[src/hw/rtl/sld_pkg.sv]
// ============================================================================
// sld_pkg: shared types and constants for the packet deframer
// Register indexes, error codes, the queued request and the config bundle.
// ============================================================================
`default_nettype none

package sld_pkg;

   localparam logic [29:0] ALLOC_LIMIT = 30'h3FFF_FFFF;
   localparam logic [23:0] FULL_PACKET = 24'hFF_FFFF;

   localparam int CSR_ADDR_W = 4;
   localparam logic [1:0] CSR_IDX_MODE    = 2'd0;
   localparam logic [1:0] CSR_IDX_PKT_LIM = 2'd1;
   localparam logic [1:0] CSR_IDX_MAX_LEN = 2'd2;

   localparam logic [2:0] ERR_NONE          = 3'd0;
   localparam logic [2:0] ERR_CLOSED_HEADER = 3'd1;
   localparam logic [2:0] ERR_CLOSED_SEQ    = 3'd2;
   localparam logic [2:0] ERR_TOO_LARGE     = 3'd3;
   localparam logic [2:0] ERR_CLOSED_PAYLD  = 3'd4;
   localparam logic [2:0] ERR_BAD_SEQ       = 3'd5;
   localparam logic [2:0] ERR_PKT_LIMIT     = 3'd6;

   typedef struct packed {
      logic       closed;
      logic [7:0] data;
   } sld_item_type;

   typedef struct packed {
      logic        single_mode;
      logic [23:0] pkt_limit;
      logic [29:0] max_len;
   } sld_cfg_type;

endpackage

`default_nettype wire

[src/hw/rtl/sld_front.sv]
// ============================================================================
// sld_front: request intake queue
// Accepts requests, tags stream closes and holds up to two for the back end.
// ============================================================================
`default_nettype none

module sld_front import sld_pkg::*; (
   input  wire logic         clock,
   input  wire logic         reset,
   input  wire logic         req_valid,
   output logic              req_stall,
   input  wire logic [7:0]   req_rx_byte,
   input  wire logic         req_stream_closed,
   output logic              item_valid,
   output sld_item_type      item,
   input  wire logic         item_pop
);

   sld_item_type entry_ff [2];
   logic         wr_ptr_ff, wr_ptr_in;
   logic         rd_ptr_ff, rd_ptr_in;
   logic [1:0]   count_ff, count_in;
   logic         push;
   logic         pop;
   sld_item_type new_item;

   assign req_stall  = (count_ff == 2'd2);
   assign push       = req_valid && !req_stall;
   assign item_valid = (count_ff != 2'd0);
   assign pop        = item_pop && item_valid;
   assign item       = entry_ff[rd_ptr_ff];

   // a close carries no byte
   always_comb begin
      new_item.closed = req_stream_closed;
      new_item.data   = req_stream_closed ? 8'd0 : req_rx_byte;
   end

   always_comb begin
      wr_ptr_in = push ? ~wr_ptr_ff : wr_ptr_ff;
      rd_ptr_in = pop ? ~rd_ptr_ff : rd_ptr_ff;
      count_in  = count_ff + {1'b0, push} - {1'b0, pop};
   end

   always_ff @(posedge clock) begin
      if (reset) begin
         wr_ptr_ff <= 1'b0;
         rd_ptr_ff <= 1'b0;
         count_ff  <= 2'd0;
      end else begin
         wr_ptr_ff <= wr_ptr_in;
         rd_ptr_ff <= rd_ptr_in;
         count_ff  <= count_in;
      end
   end

   always_ff @(posedge clock) begin
      if (push) begin
         entry_ff[wr_ptr_ff] <= new_item;
      end
   end

endmodule

`default_nettype wire

[src/hw/rtl/sld_back.sv]
// ============================================================================
// sld_back: deframing state machine and response register
// Parses header, sequence and payload bytes and issues one response each.
// ============================================================================
`default_nettype none

module sld_back import sld_pkg::*; (
   input  wire logic         clock,
   input  wire logic         reset,
   input  wire sld_cfg_type  cfg,
   input  wire logic         item_valid,
   input  wire sld_item_type item,
   output logic              item_pop,
   output logic              rsp_valid,
   input  wire logic         rsp_stall,
   output logic [7:0]        rsp_payload_byte,
   output logic              rsp_payload_valid,
   output logic              rsp_message_done,
   output logic [2:0]        rsp_error_code,
   output logic [7:0]        rsp_expected_seq,
   output logic [29:0]       rsp_message_length
);

   localparam logic [1:0] PH_HEADER  = 2'd0;
   localparam logic [1:0] PH_SEQ     = 2'd1;
   localparam logic [1:0] PH_PAYLOAD = 2'd2;

   logic [1:0]  phase_ff, phase_in;
   logic [1:0]  hc_ff, hc_in;
   logic [23:0] pl_ff, pl_in;
   logic [23:0] bl_ff, bl_in;
   logic [29:0] total_ff, total_in;
   logic [7:0]  seq_ff, seq_in;
   logic        cont_ff, cont_in;

   logic        rsp_valid_ff, rsp_valid_in;
   logic [7:0]  pbyte_ff;
   logic        pvalid_ff;
   logic        done_ff;
   logic [2:0]  err_ff;
   logic [7:0]  eseq_ff;
   logic [29:0] mlen_ff;

   logic        take;
   logic [1:0]  ph;
   logic [1:0]  hc_next;
   logic [30:0] sum;
   logic [2:0]  err;
   logic        done;
   logic        pvalid;
   logic [29:0] report_len;

   assign take     = item_valid && (!rsp_valid_ff || !rsp_stall);
   assign item_pop = take;
   assign ph       = (phase_ff == PH_SEQ || phase_ff == PH_PAYLOAD) ? phase_ff : PH_HEADER;
   assign hc_next  = hc_ff + 2'd1;
   assign sum      = {1'b0, total_ff} + {7'd0, pl_ff};

   always_comb begin
      phase_in = ph;
      hc_in    = hc_ff;
      pl_in    = pl_ff;
      bl_in    = bl_ff;
      total_in = total_ff;
      seq_in   = seq_ff;
      cont_in  = cont_ff;
      err      = ERR_NONE;
      done     = 1'b0;
      pvalid   = 1'b0;
      if (item.closed) begin
         unique case (ph)
            PH_SEQ:     err = ERR_CLOSED_SEQ;
            PH_PAYLOAD: err = ERR_CLOSED_PAYLD;
            default:    err = ERR_CLOSED_HEADER;
         endcase
      end else begin
         unique case (ph)
            PH_SEQ: begin
               if (cfg.single_mode) begin
                  total_in = 30'd0;
                  cont_in  = 1'b0;
                  if (item.data != 8'd1) begin
                     err = ERR_BAD_SEQ;
                  end else begin
                     seq_in = 8'd2;
                  end
               end else if (cont_ff && item.data != seq_ff) begin
                  err = ERR_BAD_SEQ;
               end else begin
                  seq_in = item.data + 8'd1;
                  if (sum > {1'b0, ALLOC_LIMIT} ||
                      (cfg.max_len != 30'd0 && sum > {1'b0, cfg.max_len})) begin
                     err = ERR_TOO_LARGE;
                  end
               end
               if (err == ERR_NONE) begin
                  if (pl_ff == 24'd0) begin
                     done = 1'b1;
                  end else begin
                     bl_in    = pl_ff;
                     phase_in = PH_PAYLOAD;
                  end
               end
            end
            PH_PAYLOAD: begin
               pvalid   = 1'b1;
               total_in = total_ff + 30'd1;
               bl_in    = bl_ff - 24'd1;
               if (bl_in == 24'd0) begin
                  if (!cfg.single_mode && pl_ff == FULL_PACKET) begin
                     cont_in  = 1'b1;
                     phase_in = PH_HEADER;
                     hc_in    = 2'd0;
                  end else begin
                     done = 1'b1;
                  end
               end
            end
            default: begin
               case (hc_ff)
                  2'd0:    pl_in = {16'd0, item.data};
                  2'd1:    pl_in = pl_ff | {8'd0, item.data, 8'd0};
                  2'd2:    pl_in = pl_ff | {item.data, 16'd0};
                  default: pl_in = pl_ff;
               endcase
               hc_in = hc_next;
               if (hc_next == 2'd3) begin
                  hc_in = 2'd0;
                  if (cfg.single_mode && pl_in > cfg.pkt_limit) begin
                     err = ERR_PKT_LIMIT;
                  end else begin
                     phase_in = PH_SEQ;
                  end
               end
            end
         endcase
      end
      report_len = total_in;
      if (err != ERR_NONE || done) begin
         phase_in = PH_HEADER;
         hc_in    = 2'd0;
         total_in = 30'd0;
         cont_in  = 1'b0;
      end
      if (err != ERR_NONE) begin
         report_len = 30'd0;
      end
   end

   always_comb begin
      if (take) begin
         rsp_valid_in = 1'b1;
      end else if (!rsp_stall) begin
         rsp_valid_in = 1'b0;
      end else begin
         rsp_valid_in = rsp_valid_ff;
      end
   end

   always_ff @(posedge clock) begin
      if (reset) begin
         phase_ff     <= PH_HEADER;
         hc_ff        <= 2'd0;
         pl_ff        <= 24'd0;
         bl_ff        <= 24'd0;
         total_ff     <= 30'd0;
         seq_ff       <= 8'd0;
         cont_ff      <= 1'b0;
         rsp_valid_ff <= 1'b0;
      end else begin
         rsp_valid_ff <= rsp_valid_in;
         if (take) begin
            phase_ff <= phase_in;
            hc_ff    <= hc_in;
            pl_ff    <= pl_in;
            bl_ff    <= bl_in;
            total_ff <= total_in;
            seq_ff   <= seq_in;
            cont_ff  <= cont_in;
         end
      end
   end

   always_ff @(posedge clock) begin
      if (take) begin
         pbyte_ff  <= pvalid ? item.data : 8'd0;
         pvalid_ff <= pvalid;
         done_ff   <= done;
         err_ff    <= err;
         eseq_ff   <= seq_in;
         mlen_ff   <= report_len;
      end
   end

   assign rsp_valid          = rsp_valid_ff;
   assign rsp_payload_byte   = pbyte_ff;
   assign rsp_payload_valid  = pvalid_ff;
   assign rsp_message_done   = done_ff;
   assign rsp_error_code     = err_ff;
   assign rsp_expected_seq   = eseq_ff;
   assign rsp_message_length = mlen_ff;

   a_err_zero_len: assert property (@(posedge clock) disable iff (reset)
      rsp_valid_ff && err_ff != ERR_NONE |-> mlen_ff == 30'd0)
      else $error("error response with nonzero message length");

   a_payload_no_err: assert property (@(posedge clock) disable iff (reset)
      rsp_valid_ff && pvalid_ff |-> err_ff == ERR_NONE)
      else $error("payload byte flagged with an error");

   a_restart: assert property (@(posedge clock) disable iff (reset)
      take && (err != ERR_NONE || done) |=>
         phase_ff == PH_HEADER && total_ff == 30'd0 && !cont_ff && hc_ff == 2'd0)
      else $error("parser did not restart after error or message end");

endmodule

`default_nettype wire

[src/hw/rtl/seq_length_packet_deframer.sv]
// ============================================================================
// seq_length_packet_deframer: length-prefixed packet deframer with sequence id
// Splits a received byte stream into messages and reports framing errors.
// ============================================================================
// Each request carries one received byte or a stream close; each request
// yields exactly one response with the payload byte (if any), message end,
// error code, next expected sequence number and the message length so far.
// Packets are a 3-byte little-endian length, a sequence byte and the payload.
// A response passes two registers after its request is accepted: first the
// two-entry intake queue, then the parser, whose result is registered.
// Throughput is one request per cycle while rsp_stall is low.
// When rsp_stall is high the response register holds and the queue absorbs
// up to two more requests before req_stall rises.
// Registers sit on the APB port: single packet mode at 0x0, packet length
// limit at 0x4, max message length at 0x8; write them only while idle.
// Reset empties the queue, returns the parser to the header phase, clears
// the sequence number and loads the register reset values.
// ============================================================================
`default_nettype none

module seq_length_packet_deframer import sld_pkg::*; (
   input  wire logic                  clock,
   input  wire logic                  reset,
   input  wire logic                  req_valid,
   output logic                       req_stall,
   input  wire logic [7:0]            req_rx_byte,
   input  wire logic                  req_stream_closed,
   output logic                       rsp_valid,
   input  wire logic                  rsp_stall,
   output logic [7:0]                 rsp_payload_byte,
   output logic                       rsp_payload_valid,
   output logic                       rsp_message_done,
   output logic [2:0]                 rsp_error_code,
   output logic [7:0]                 rsp_expected_seq,
   output logic [29:0]                rsp_message_length,
   input  wire logic                  psel,
   input  wire logic                  penable,
   input  wire logic                  pwrite,
   input  wire logic [CSR_ADDR_W-1:0] paddr,
   input  wire logic [31:0]           pwdata,
   output logic [31:0]                prdata,
   output logic                       pready
);

   sld_cfg_type  cfg_ff;
   sld_item_type item;
   logic         item_valid;
   logic         item_pop;
   logic         csr_wr;
   logic [1:0]   csr_idx;

   assign pready  = 1'b1;
   assign csr_wr  = psel && penable && pwrite && pready;
   assign csr_idx = paddr[3:2];

   always_ff @(posedge clock) begin
      if (reset) begin
         cfg_ff.single_mode <= 1'b0;
         cfg_ff.pkt_limit   <= FULL_PACKET;
         cfg_ff.max_len     <= 30'd0;
      end else if (csr_wr) begin
         unique case (csr_idx)
            CSR_IDX_MODE:    cfg_ff.single_mode <= pwdata[0];
            CSR_IDX_PKT_LIM: cfg_ff.pkt_limit   <= pwdata[23:0];
            CSR_IDX_MAX_LEN: cfg_ff.max_len     <= pwdata[29:0];
            default: ;
         endcase
      end
   end

   always_comb begin
      unique case (csr_idx)
         CSR_IDX_MODE:    prdata = {31'd0, cfg_ff.single_mode};
         CSR_IDX_PKT_LIM: prdata = {8'd0, cfg_ff.pkt_limit};
         CSR_IDX_MAX_LEN: prdata = {2'd0, cfg_ff.max_len};
         default:         prdata = 32'd0;
      endcase
   end

   sld_front u_front (
      .clock             (clock),
      .reset             (reset),
      .req_valid         (req_valid),
      .req_stall         (req_stall),
      .req_rx_byte       (req_rx_byte),
      .req_stream_closed (req_stream_closed),
      .item_valid        (item_valid),
      .item              (item),
      .item_pop          (item_pop)
   );

   sld_back u_back (
      .clock              (clock),
      .reset              (reset),
      .cfg                (cfg_ff),
      .item_valid         (item_valid),
      .item               (item),
      .item_pop           (item_pop),
      .rsp_valid          (rsp_valid),
      .rsp_stall          (rsp_stall),
      .rsp_payload_byte   (rsp_payload_byte),
      .rsp_payload_valid  (rsp_payload_valid),
      .rsp_message_done   (rsp_message_done),
      .rsp_error_code     (rsp_error_code),
      .rsp_expected_seq   (rsp_expected_seq),
      .rsp_message_length (rsp_message_length)
   );

endmodule

`default_nettype wire
[config.mk]
export PLATFORM = sky130hd
export DESIGN_NAME = seq_length_packet_deframer
export DESIGN_NICKNAME = d
export VERILOG_FILES = /design/src/hw/rtl/sld_pkg.sv /design/src/hw/rtl/sld_front.sv /design/src/hw/rtl/sld_back.sv /design/src/hw/rtl/seq_length_packet_deframer.sv
export SDC_FILE = /design/constraint.sdc
export NUM_CORES = 1
export LEC_CHECK = 0
export BUFFER_PORTS_ARGS = -buffer_cell sky130_fd_sc_hd__buf_2
export CORE_MARGIN = 1
export CORE_UTILIZATION = 30
export CTS_CLUSTER_SIZE = 12
export DETAILED_ROUTE_END_ITERATION = 8
export HOLD_SLACK_MARGIN = 0.08
export SETUP_SLACK_MARGIN = 0.4
export SYNTH_ARGS = -nofsm -noshare
export SYNTH_HDL_FRONTEND = slang
export SYNTH_SLANG_ARGS = --single-unit
[constraint.sdc]
create_clock -name clock -period 6.4 [get_ports clock]
set_clock_uncertainty 0.05 [all_clocks]
set_input_delay 1.92 -clock clock [delete_from_list [all_inputs] [get_ports clock]]
set_output_delay 1.92 -clock clock [all_outputs]
set_load 0.1 [all_outputs]
# Word-level counts from Yosys, hierarchy flattened
# Memories as Yosys holds them, arrays and structs flattened. A register that Yosys moved wholly into a read port is not among the register bits.
# Cells that the tools add are included.
[word_totals]
mem_count = 1
ramBits = 18
input_bits = 52
elab_cells = 157
output_inout_bits = 86
ff_bits = 202
[memory_table]
columns = ["name", "words", "width", "rd", "rd_ports_with_merged_regs", "write_ports", "line_no", "source"]
rows = [
  ["u_front.entry_ff", 2, 9, 1, 1, 1, "sld_front.sv:19", "sld_item_type entry_ff [2];"],
]
[op_classes]
bitwise = 6
mux = 64
n_addsub = 7
n_reduce_logical = 35
eq_ne = 21
order_cmp = 3
[op_table]
columns = ["operator", "count"]
rows = [
  ["24-bit 2-to-1 mux", 4],
  ["30-bit 2-to-1 mux", 3],
  ["30-bit one-hot mux with 3 select lines", 1],
  ["24-bit one-hot mux with 3 select lines", 1],
  ["30-bit one-hot mux with 2 select lines", 1],
  ["24-bit logical NOT", 2],
  ["8-bit 2-to-1 mux", 6],
  ["24-bit one-hot mux with 2 select lines", 1],
  ["30-bit by 24-bit adder with 31-bit output", 1],
  ["31-bit by 30-bit greater-than comparator with 1-bit output", 1],
  ["31-bit by 30-bit greater-than comparator with 1-bit output (second input constant)", 1],
  ["30-bit by 1-bit adder with 30-bit output (second input constant)", 1],
  ["2-bit 2-to-1 mux", 15],
  ["30-bit nonzero test", 1],
  ["24-bit equality test (second input constant)", 1],
  ["24-bit greater-than comparator", 1],
  ["3-bit 2-to-1 mux", 8],
  ["24-bit by 16-bit bitwise OR with 24-bit output", 1],
  ["24-bit bitwise OR", 1],
  ["24-bit by 1-bit subtractor with 24-bit output (second input constant)", 1],
  ["1-bit 2-to-1 mux", 18],
  ["2-bit equality test (second input constant)", 6],
  ["3-bit one-hot mux with 2 select lines", 2],
  ["5-bit AND reduction", 2],
  ["25 further kinds", 56],
]

# Depth between registers and ports, before layout
[logic_depth]
ltp_word = 17
mapped_depth = 25
ltp_nobuf = 24

# By module
# A second synthesis with hierarchy kept.
[unflattened]
cells_unflattened = 1721
area_unflattened_um2 = 14232.4
[modules_own_cells]
columns = ["module", "cells_each", "area_per_inst_um2", "instances", "seq_area_each_um2"]
rows = [
  ["sld_back", 1372, 10556.4, 1, 3373.2],
  ["seq_length_packet_deframer", 286, 2741.4, 1, 1101.1],
  ["sld_front", 63, 934.6, 1, 640.6],
]

# Least setup slack after synthesis
# Ideal clock, no wire load.
[synth_path]
path_type = "input port to output port"
from = "input paddr[2]"
to = "output prdata[0]"
t_arrival_ps = 4141
stages = 2
required_ps = 4430
setup_slack_ps = 289
cell_sequence = "mux2i_1 o21ai_0"
[synth_via]
elab_chain_cells = 2
[synth_lines]
columns = ["item", "line_no", "source"]
rows = [
  ["from (decl)", "seq_length_packet_deframer.sv:39", "input wire logic [CSR_ADDR_W-1:0] paddr,"],
  ["2-bit equality test (tied with other cells)", "seq_length_packet_deframer.sv:72", "unique case (csr_idx)"],
  ["30-bit one-hot mux with 3 select lines (*)", "seq_length_packet_deframer.sv:72", ""],
  ["to (decl)", "seq_length_packet_deframer.sv:41", "output logic [31:0] prdata,"],
]
# Mark *: on every way between the ends. The rest lies on a longest branch, timed or not.

# Worst setup path in the final report
[layout_path]
from = "register u_back.total_ff[2]"
to = "register u_back.cont_ff"
[layout_via]
elab_chain_cells = 16
[layout_lines]
columns = ["item", "line_no", "source"]
rows = [
  ["from (decl)", "sld_back.sv:32", "logic [29:0] total_ff, total_in;"],
  ["from (signal assigned)", "sld_back.sv:177", "total_ff <= total_in;"],
  ["30-bit by 24-bit adder with 31-bit output (*)", "sld_back.sv:57", "assign sum = {1'b0, total_ff} + {7'd0, pl_ff};"],
  ["31-bit by 30-bit greater-than comparator with 1-bit output", "sld_back.sv:92", "(cfg.max_len != 30'd0 && sum > {1'b0, cfg.max_len})) begin"],
  ["1-bit logical AND", "sld_back.sv:92", ""],
  ["1-bit logical OR (*)", "sld_back.sv:91", "if (sum > {1'b0, ALLOC_LIMIT} ||"],
  ["2-bit 2-to-1 mux (*)", "sld_back.sv:91", ""],
  ["3-bit 2-to-1 mux (*)", "sld_back.sv:87", "end else if (cont_ff && item.data != seq_ff) begin"],
  ["3-bit 2-to-1 mux (*)", "sld_back.sv:79", "if (cfg.single_mode) begin"],
  ["3-bit 2-to-1 mux (*)", "sld_back.sv:77", "unique case (ph)"],
  ["3-bit 2-to-1 mux (*)", "sld_back.sv:70", "if (item.closed) begin"],
  ["3-bit logical NOT", "sld_back.sv:96", "if (err == ERR_NONE) begin"],
  ["1-bit 2-to-1 mux", "sld_back.sv:96", ""],
  ["1-bit one-hot mux with 2 select lines", "sld_back.sv:77", ""],
  ["1-bit 2-to-1 mux", "sld_back.sv:70", ""],
  ["1-bit logical OR (*)", "sld_back.sv:139", "if (err != ERR_NONE || done) begin"],
  ["3-bit by 1-bit != test with 1-bit output (no source line) (tied with other cells)", "n/a", ""],
  ["6-bit AND reduction (no source line)", "n/a", ""],
  ["to (signal assigned)", "sld_back.sv:179", "cont_ff <= cont_in;"],
  ["to (decl)", "sld_back.sv:34", "logic cont_ff, cont_in;"],
]
# Mark *: on every way between the ends. The rest lies on a longest branch, timed or not. The select of a mux whose other input is x is not followed.
# A chain may end at the register's enable or synchronous reset.

==> flow_summary.json <==
{
  "intPower_mw": 3.169,
  "core_mm2": 0.04461,
  "track_usage_pct": 17.74,
  "routed-via-count": 12820,
  "fin_setup_tns_ps": 0,
  "p_comb_share_pct": 43.2,
  "outcome": "complete, no violations",
  "final-seq-area_mm2": 0.005120,
  "synth_seq_cells": 221,
  "async_flop_share_pct": 0,
  "port_buffers": 130,
  "synthTopCellsByArea": "dfxtp_1, edfxtp_1, ha_1",
  "p_sw_mw": 2.759,
  "top_layer": "met4",
  "rsz0062_at_grt": "no",
  "synth-edff-count": 69,
  "cp-start-kind": "flop",
  "wl_met3_um": 2673,
  "wl_met1_um": 19310,
  "postRouteAntennaNets": 0,
  "drc": 0,
  "drv_slew": 0,
  "cts_sinks": 221,
  "first_pass_iters": 5,
  "path_max_fanout": 8,
  "critPathKind": "reg -> reg",
  "synth_top_cell_area_share_pct": 22.26,
  "synth_top_cells_by_count": "nor2_1, nand2_1, dfxtp_1",
  "syn-instance-count": 1664,
  "yosysTopAreaCell": "dfxtp_1",
  "clk_latency_ps": 550,
  "die_h_um": 215.5,
  "grt_max_degree": 67,
  "clkTransAtPathRegs_ps": 60,
  "wl_met2_um": 19580,
  "synth_ff_type": "dfxtp_1",
  "synthesis.area_mm2": 0.01367,
  "yosys_warnings": 0,
  "fin_crit_ps": 5689,
  "hold_slack_ps": 428.0,
  "die-area_mm2": 0.04643,
  "htreeDepth": 1,
  "wirelength_um": 42710,
  "synth.most_common_cell": "nor2_1",
  "ys_seq_area_share_pct": 37.42,
  "detail_route.iter0.violations": 1029,
  "wl_per_cell_um": 17.89,
  "numCtsBuffers": 26,
  "hold_buffers": 0,
  "grt-ovfl-total": 0,
  "arrival_ps": 6090,
  "clk_path_buf_depth": 3,
  "fmax_mhz": 175.8,
  "worst_setup_path_end_kind": "flop",
  "cts_tree": "done",
  "seqPwrFrac_pct": 30.7,
  "die_width_um": 215.5,
  "period_share_pct": 88.89,
  "multi_input_area_mm2": 0.007935,
  "ys_types": 81,
  "setup_viol": 0,
  "drive_gt1_share_pct": 14.99,
  "final_util_pct": 35.90,
  "post_synth.cell_area_avg_um2": 8.216,
  "relSlewSlack_pct": 17.40,
  "fill_cells": 4552,
  "vdd_drop_max_mv": 0.2780,
  "nets": 1917,
  "grt_first_pass_wirelength_um": 65960,
  "synthToLayoutAreaGrowth_pct": 17.14,
  "p_per_area_mw_per_mm2": 370.1,
  "root_buffer": "clkbuf_16",
  "required_ps": 6800,
  "post-dp-hpwl_um": 30900,
  "grt_antenna_before_repair": 0,
  "finalHoldViolations": 0,
  "floorplan.initialDensity_pct": 30.65,
  "switching_share_pct": 46.54,
  "p_leak_nw": 6.709,
  "worst_slew_pin_slew_ps": 1230,
  "viasPerCell": 5.369,
  "n_antenna_cell": 0,
  "worstHoldPathType": "reg -> reg",
  "grt_pass1_vias": 11960,
  "gp_congestion": 0.8869,
  "rows": 77,
  "clkPwrFrac_pct": 26.2,
  "io_pins": 138,
  "cap_violations": 0
}
[path summary, 6_finish.rpt]
kind	from	to	slack (ps)	depth (start not counted)
worst max register to register	u_back.total_ff[2]	u_back.cont_ff	710	21
worst max-delay path	u_back.total_ff[2]	u_back.cont_ff	710	21
worst min-delay path	cfg_ff[10]	cfg_ff[10]	430	2
worst min register to register	cfg_ff[10]	cfg_ff[10]	430	2
[flip-flops by register name, indices dropped and copies added, names as in the netlist, named ones only]
signal / cells
cfg_ff: 55
u_back.bl_ff: 24
u_back.cont_ff: 1
u_back.hc_ff: 2
u_back.phase_ff: 2
u_back.pl_ff: 24
u_back.rsp_error_code: 3
u_back.rsp_expected_seq: 8
u_back.rsp_message_done: 1
u_back.rsp_message_length: 30
u_back.rsp_payload_byte: 8
u_back.rsp_payload_valid: 1
u_back.rsp_valid: 1
u_back.seq_ff: 8
u_back.total_ff: 30
u_front.count_ff: 2
u_front.entry_ff: 18
u_front.rd_ptr_ff: 1
u_front.wr_ptr_ff: 1
[routing by layer]
layer  GRT usage [%]  vias up
li1                -     6207
met1           24.06     6117
met2           28.75      419
met3           2.692       72
met4           5.721        0
met5               0        -
[per-stage QoR]
stage          instances  setup WS [ps]  power [mW]  instance area, um^2
2_1_floorplan       1665           1044       3.801                13670
3_3_place_gp        2337          365.7       4.349                15070
3_5_place_dp        2337          300.7       4.376                15070
4_1_cts             2385          458.8       5.944                15960
5_1_grt             2387          435.2       6.185                16010
6_report            2387          711.3       5.927                16010
[kinds of logic (layout without fill, tap and decap cells)]
| kind of cell | Yosys count | count (layout) | synth area share (%) |
|---|---|---|---|
| muxes | 23 | 23 | 1.904 |
| AOI/OAI and AO/OA | 430 | 430 | 21.10 |
| other | 2 | 3 | 0.05494 |
| DFF | 221 | 221 | 37.42 |
| and+or+nand+nor | 673 | 674 | 23.03 |
| buffers and inverters | 177 | 306 | 5.135 |
| adders and majority gates | 90 | 90 | 8.292 |
| xor gates and xnor gates | 48 | 48 | 3.075 |
[placed cells by master (no fill, tap or decap), types with 41 or more instances in the layout]
master	count
dfxtp_1	148
edfxtp_1	69
o21ai_0	57
nor2_1	226
nor3_1	45
buf_4	44
a21oi_1	146
ha_1	88
buf_2	129
a22oi_1	41
nand2_1	194
inv_1	82
[cell type report]
type,count,area share [%]
multi-input cells,1268,49.55
flip-flops and latches,221,31.97
repair buffers,175,6.344
clock buffers,37,4.703
well taps,592,4.625
inverters,83,1.945
clock inverters,11,0.8594
[critical path, cell delays in order, from the launching register on]
cell and delay (ps):
dfxtp_1 480, ha_1 320, nor2b_1 150, o31a_1 290, o31ai_2 270, a31o_2 280, a21oi_1 110, a21oi_1 190
o21ai_0 150, o41ai_1 360, nor2_1 90, xor2_1 160, ha_1 330, nand4_1 120, or4_1 630, o221ai_4 330
nand3_2 190, a211oi_4 350, buf_4 170, nor2_1 40, o22a_1 230, a2111oi_2 310
[timing repair]
action / CTS / global route
hold endpoints to repair: 0 / 0
buffers inserted: 0 / 1
resized for setup: 1 / 11
endpoints found under the setup margin: 22 / 82
gates cloned: 0 / 1
pin swaps: 0 / 2
[power by group through the flow]
stage,clock network (mW),registers (mW),logic [mW]
floorplan,0,2.80,0.998
global placement,0,1.85,2.50
detailed placement,0,1.85,2.52
CTS,1.58,1.82,2.54
global route,1.63,1.84,2.71
finish,1.55,1.82,2.56
Power figures use the tool's default switching activity.
